File: src/rtl/psob_pkg.sv
// ============================================================================
// psob_pkg
// Shared types, constants and the sine table generator for the polyphonic
// sine oscillator bank.
// ============================================================================
`default_nettype none

package psob_pkg;

  // Default sizing
  localparam int PSOB_VOICES       = 64;
  localparam int PSOB_PHASE_BITS   = 32;
  localparam int PSOB_SINE_ENTRIES = 1024;

  // Field widths
  localparam int FREQ_W   = 23;
  localparam int GAIN_W   = 16;
  localparam int SINE_W   = 16;
  localparam int SAMPLE_W = 22;
  localparam int HZ_W     = 40;
  localparam int HZ_HALF  = 20;

  // Increment = (frequency * hz_to_step) >> INC_SHIFT
  localparam int INC_SHIFT = 24;
  localparam int FULL_W    = FREQ_W + HZ_W;

  // Shared multiplier operand widths (one spare sign bit each)
  localparam int MUL_A_W = FREQ_W + 1;
  localparam int MUL_B_W = HZ_HALF + 1;
  localparam int MUL_P_W = MUL_A_W + MUL_B_W;
  localparam int TRIG_P_W = FREQ_W + HZ_HALF;
  localparam int TICK_P_W = 32;

  // Reset value of hz_to_step: 2^48 / 44100
  localparam logic [HZ_W-1:0] HZ_RESET = 40'd6382652533;

  // Output rounding and saturation
  localparam int ROUND_HALF = 16384;
  localparam int OUT_SHIFT  = 15;
  localparam int OUT_MAX    = 2097151;
  localparam int OUT_MIN    = -2097152;

  // Command and status codes
  localparam logic CMD_TRIGGER = 1'b0;
  localparam logic CMD_TICK    = 1'b1;
  localparam logic STATUS_OK   = 1'b0;
  localparam logic STATUS_FULL = 1'b1;

  // Sequencer states
  typedef enum logic [2:0] {
    S_IDLE,
    S_TRIG_LO,
    S_TRIG_HI,
    S_TRIG_WR,
    S_TICK,
    S_DONE
  } psob_state_t;

  // pi/2 in Q30
  localparam logic [63:0] HALF_PI_Q30 = 64'd1686629713;

  // One table entry from a 32-bit turn: fold to the first quadrant, odd
  // Taylor series to x^13 in Q30, round to Q15, restore sign.
  function automatic logic signed [SINE_W-1:0] psob_sine_entry(input logic [63:0] turn);
    logic [1:0]         quad;
    logic [63:0]        r;
    logic [63:0]        t;
    logic [63:0]        x;
    logic [63:0]        x2;
    logic [63:0]        term;
    logic signed [63:0] sum;
    quad = turn[31:30];
    r    = {34'd0, turn[29:0]};
    t    = quad[0] ? (64'h40000000 - r) : r;
    x    = (t * HALF_PI_Q30) >> 30;
    x2   = (x * x) >> 30;
    term = x;
    sum  = signed'(x);
    term = ((term * x2) >> 30) / 64'd6;
    sum  = sum - signed'(term);
    term = ((term * x2) >> 30) / 64'd20;
    sum  = sum + signed'(term);
    term = ((term * x2) >> 30) / 64'd42;
    sum  = sum - signed'(term);
    term = ((term * x2) >> 30) / 64'd72;
    sum  = sum + signed'(term);
    term = ((term * x2) >> 30) / 64'd110;
    sum  = sum - signed'(term);
    term = ((term * x2) >> 30) / 64'd156;
    sum  = sum + signed'(term);
    if (sum < 0) begin
      sum = 0;
    end
    sum = (sum + 64'sd16384) >>> 15;
    if (sum > 64'sd32767) begin
      sum = 64'sd32767;
    end
    if (quad[1]) begin
      sum = -sum;
    end
    return sum[SINE_W-1:0];
  endfunction

endpackage

`default_nettype wire

File: src/rtl/psob_mul.sv
// ============================================================================
// psob_mul
// Shared signed multiplier with a registered product. Serves both the
// increment partial products and the per-voice gain * sine products.
// ============================================================================
`default_nettype none

module psob_mul
  import psob_pkg::*;
(
  input  wire logic                      clk,
  input  wire logic signed [MUL_A_W-1:0] op_a,
  input  wire logic signed [MUL_B_W-1:0] op_b,
  output logic signed [MUL_P_W-1:0]      prod_r
);

  // One multiply per cycle, product registered
  always_ff @(posedge clk) begin
    prod_r <= MUL_P_W'(op_a) * MUL_P_W'(op_b);
  end

endmodule

`default_nettype wire

File: config.mk
export PLATFORM = sky130hd
export DESIGN_NAME = psob_mul
export DESIGN_NICKNAME = d
export VERILOG_FILES = /design/src/rtl/psob_pkg.sv /design/src/rtl/psob_mul.sv
export SDC_FILE = /design/constraint.sdc
export NUM_CORES = 1
export LEC_CHECK = 0
export BUFFER_PORTS_ARGS = -buffer_cell sky130_fd_sc_hd__buf_2
export CAP_MARGIN = 0
export CORE_ASPECT_RATIO = 1.1
export CORE_MARGIN = 2
export CORE_UTILIZATION = 57
export DETAILED_ROUTE_END_ITERATION = 6
export HOLD_SLACK_MARGIN = 0.05
export PLACE_DENSITY_LB_ADDON = 0.15
export SETUP_SLACK_MARGIN = 0.3
export SLEW_MARGIN = 20
export SYNTH_ARGS = -nofsm -noshare
export SYNTH_HDL_FRONTEND = slang
export SYNTH_SLANG_ARGS = --single-unit
File: constraint.sdc
create_clock -name clk -period 6.65 [get_ports clk]
set_clock_uncertainty 0.05 [all_clocks]
set_input_delay 0.3325 -clock clk [delete_from_list [all_inputs] [get_ports clk]]
set_output_delay 0.3325 -clock clk [all_outputs]
set_load 0.05 [all_outputs]
* Word level (Yosys, flattened, before mapping)
Index checks and enable logic that the tools add are counted.
W data, S select, Z words.
** Word-level totals
- Output and inout bits :: 45
- Flip-flop bits (word level) :: 45
- Bits of input ports :: 46
- Logic and storage cells :: 2
** Cells by class
- $mul :: 1
** Operator list (number)
- $mul A24 B21 Y45 :: 1

* Longest topological paths before layout
- Depth in word-level cells :: 1
- Depth in mapped cells :: 26
- Depth with buffers taken out :: 24

* Worst setup path after synthesis
Ideal clock, no wire load.
- Path type :: input -> register
- Start point :: input port op_a[23]
- End point :: register prod_r[44]
- Slack :: 113 ps
- Data arrival time :: 6415 ps
- Cell stages on the path :: 23
- Path through :: clkbuf_1 > and2_1 > fa_1 > inv_1 > fa_1 > inv_1 > fa_1 > inv_1 > fa_1 > inv_1 > fa_1 > inv_1 > fa_1 > fa_1 > inv_1 > ha_1 > a21o_1 > a21o_1 > a21oi_1 > o21ai_0 > nand2b_1 > o22ai_1 > xnor2_1
** On the way
- Longest elaborated chain between the ends :: 1
** Ends and longest elaborated chain
- start, declared :: RTL line psob_mul.sv:12 : input wire logic signed [MUL_A_W-1:0] op_a,
- $mul A24 B21 Y45 :: RTL line psob_mul.sv:19 : prod_r <= MUL_P_W'(op_a) * MUL_P_W'(op_b);
- end signal, assigned :: RTL line psob_mul.sv:19
- end, declared :: RTL line psob_mul.sv:14 : output logic signed [MUL_P_W-1:0] prod_r
Every way passes these cells.

* Final worst setup path
- Start point :: input port op_a[22]
- End point :: register prod_r[43]
The elaborated chain is that of the path after synthesis.

==> flow_summary.json <==
{
  "first_global_vias": 16676,
  "crit_required_ns": 6.82,
  "path_delay_family": "adder cells",
  "cts_num_sinks": 45,
  "cts_tree": "done",
  "synth.largest_area_cell": "fa_1",
  "netlist.area_leader.share": 0.535,
  "num_vias": 14540,
  "worstPathArrival_ns": 6.60,
  "dieArea_um2": 35300,
  "core_um2": 33300,
  "worst_pin_slew_ns": 0.745,
  "status": "complete, no violations",
  "initial_core_util": 0.580,
  "rows": 70,
  "syn_inst": 2114,
  "areaGrowthSynthToFinish_pct": 17.9,
  "syn_nets": 2793,
  "antenna_found_initial": 1,
  "yosysMostFrequentCell": "inv_1",
  "drive_gt1_frac": 0.183,
  "drtIter0Drc": 637,
  "fin_crit_ns": 6.43,
  "io_buffers": 90,
  "die_w_um": 179,
  "fin_cells": 2774,
  "cts_hold_buf": 0,
  "synth_area_per_cell_um2": 9.13,
  "async_reset_ff_frac": 0,
  "setup_violations": 0,
  "worstSetupPathType": "in -> reg",
  "nets": 3018,
  "ys_seq_area_frac": 0.0467,
  "cts_root_buf": "clkbuf_16",
  "crit_cells": 22,
  "grt_pass1_wl_um": 83000,
  "grt_setup_unrepaired": "true",
  "timing.final.crit_share": 0.967,
  "grt_overflow": 0,
  "hold_class": "in -> reg",
  "h-tree-depth": 2,
  "synth_ff_type": "dfxtp_1",
  "syn_area_um2": 19300,
  "post-route-drc-count": 0,
  "endpoint_kind": "flip-flop",
  "clk_pin_slew_ns": 0.07,
  "gp_congestion": 0.891,
  "grt_max_degree": 25,
  "clock_path_buffers": 2,
  "cpPeakStageDelay_ns": 0.59,
  "synth_edf_count": 0,
  "max_slew_margin": 0.503,
  "drtPass1Iterations": 5,
  "fmax_ghz": 0.156,
  "grtUsageTotal": 0.302,
  "crit_path_top_delay_cell": "fa_1",
  "biggestRegsByFlops": "prod_r x45",
  "largest_register_ffs": 45,
  "ios": 91,
  "hold_ws_ns": 0.456,
  "cp_cell_sequence": "buf_2, nand2_1, fa_1, inv_1, fa_1, inv_1, fa_1, inv_1, fa_1, fa_1, fa_1, inv_1, fa_1, inv_1, ha_1, a211o_1, a221o_1, a221o_1, a21oi_2, nand2_2, a211o_1, o311ai_2",
  "slew_violations": 0,
  "cap_violations": 0,
  "netlist_top_cells_area": "fa_1, inv_1, ha_1",
  "yosysWarnings": 0,
  "hold_viol_final": 0,
  "synthTopCellsByCount": "inv_1, fa_1, nand2_1",
  "ys_ff_latch": 45,
  "startpoint_type": "primary input",
  "critical_path_buf_inv_count": 6,
  "dpl.hpwl_um": 42800,
  "hp-start": "op_b[0]",
  "cp-endpoint": "prod_r[43]",
  "numCtsBuffers": 5,
  "postRouteAntennaNets": 0,
  "viasPerCell": 5.24,
  "crit_top_cell": "fa_1",
  "wl_per_cell_um": 18.2,
  "ys_types": 55,
  "drt_wl_total_um": 50400,
  "largest_register": "prod_r",
  "crit_fanout": 8,
  "die_height_um": 197,
  "crit_start": "op_a[22]",
  "post-place-cells": 2752
}
-- how the worst min path moves through the flow --
stage                 endpoint  depth (start not counted)
floorplan            prod_r[0]                          1
global placement    prod_r[17]                          1
detailed placement  prod_r[15]                          1
CTS                  prod_r[0]                          3
global route         prod_r[0]                          3
finish               prod_r[0]                          3
-- timing repair --
action                                  CTS  global route
pin swaps                                25            67
gates resized for setup                  70           114
gates cloned                              0             1
setup buffers                             6             5
endpoints found under the setup margin   15            21
-- layout make-up --
cell class              count  area (um^2)
diodes                      2         5.00
clock buffers               5          125
clock inverters             3         25.0
fillers                  2625        10500
inverters                 597         2240
multi-input cells        1377        16300
flip-flops and latches     45          901
well taps                 432          541
repair buffers            313         2600
-- logic make-up after synthesis --
logic type                 share of synthesized area
xor gates and xnor gates                      0.0209
AOI/OAI and AO/OA                             0.0427
and+or+nand+nor                                0.144
DFF                                           0.0467
buffers and inverters                          0.135
adders and majority gates                      0.611
-- through the flow --
stage	worst slack (ns)	util	TNS (ns)	instance area [um^2]
CTS	0.247	0.667	0	22200
global placement	-0.266	0.653	-1.88	21700
detailed placement	-0.340	0.653	-2.39	21700
global route	0.0508	0.684	0	22800
finish	0.222	0.684	0	22800
floorplan	0.308	-	0	19300
-- cells in the final DEF (no fill, tap or decap), types with 9 or more instances in the layout --
master	netlist	routed
nor2_1	39	36
a21oi_1	33	22
ha_1	117	99
xnor2_1	38	37
nand2_1	289	286
buf_4	0	205
buf_2	1	55
ha_4	0	16
inv_1	596	581
a21oi_2	1	11
nand3_1	10	9
dfxtp_1	45	45
fa_2	0	15
and2_1	208	202
fa_1	516	501
buf_6	0	28
inv_2	0	14
buf_12	0	20
a21o_1	13	13
-- layer usage --
metal	global-route usage	up-vias	share of wire
met2	0.568	449	0.55
met4	0.149	0	0.051
li1	-	6452	-
met1	0.330	7488	0.35
met3	0.0486	151	0.052
met5	0	-	0
Power is left out: the tool's default activity adds up to more than one toggle a clock period on the data nets, which glitch-free logic cannot reach.
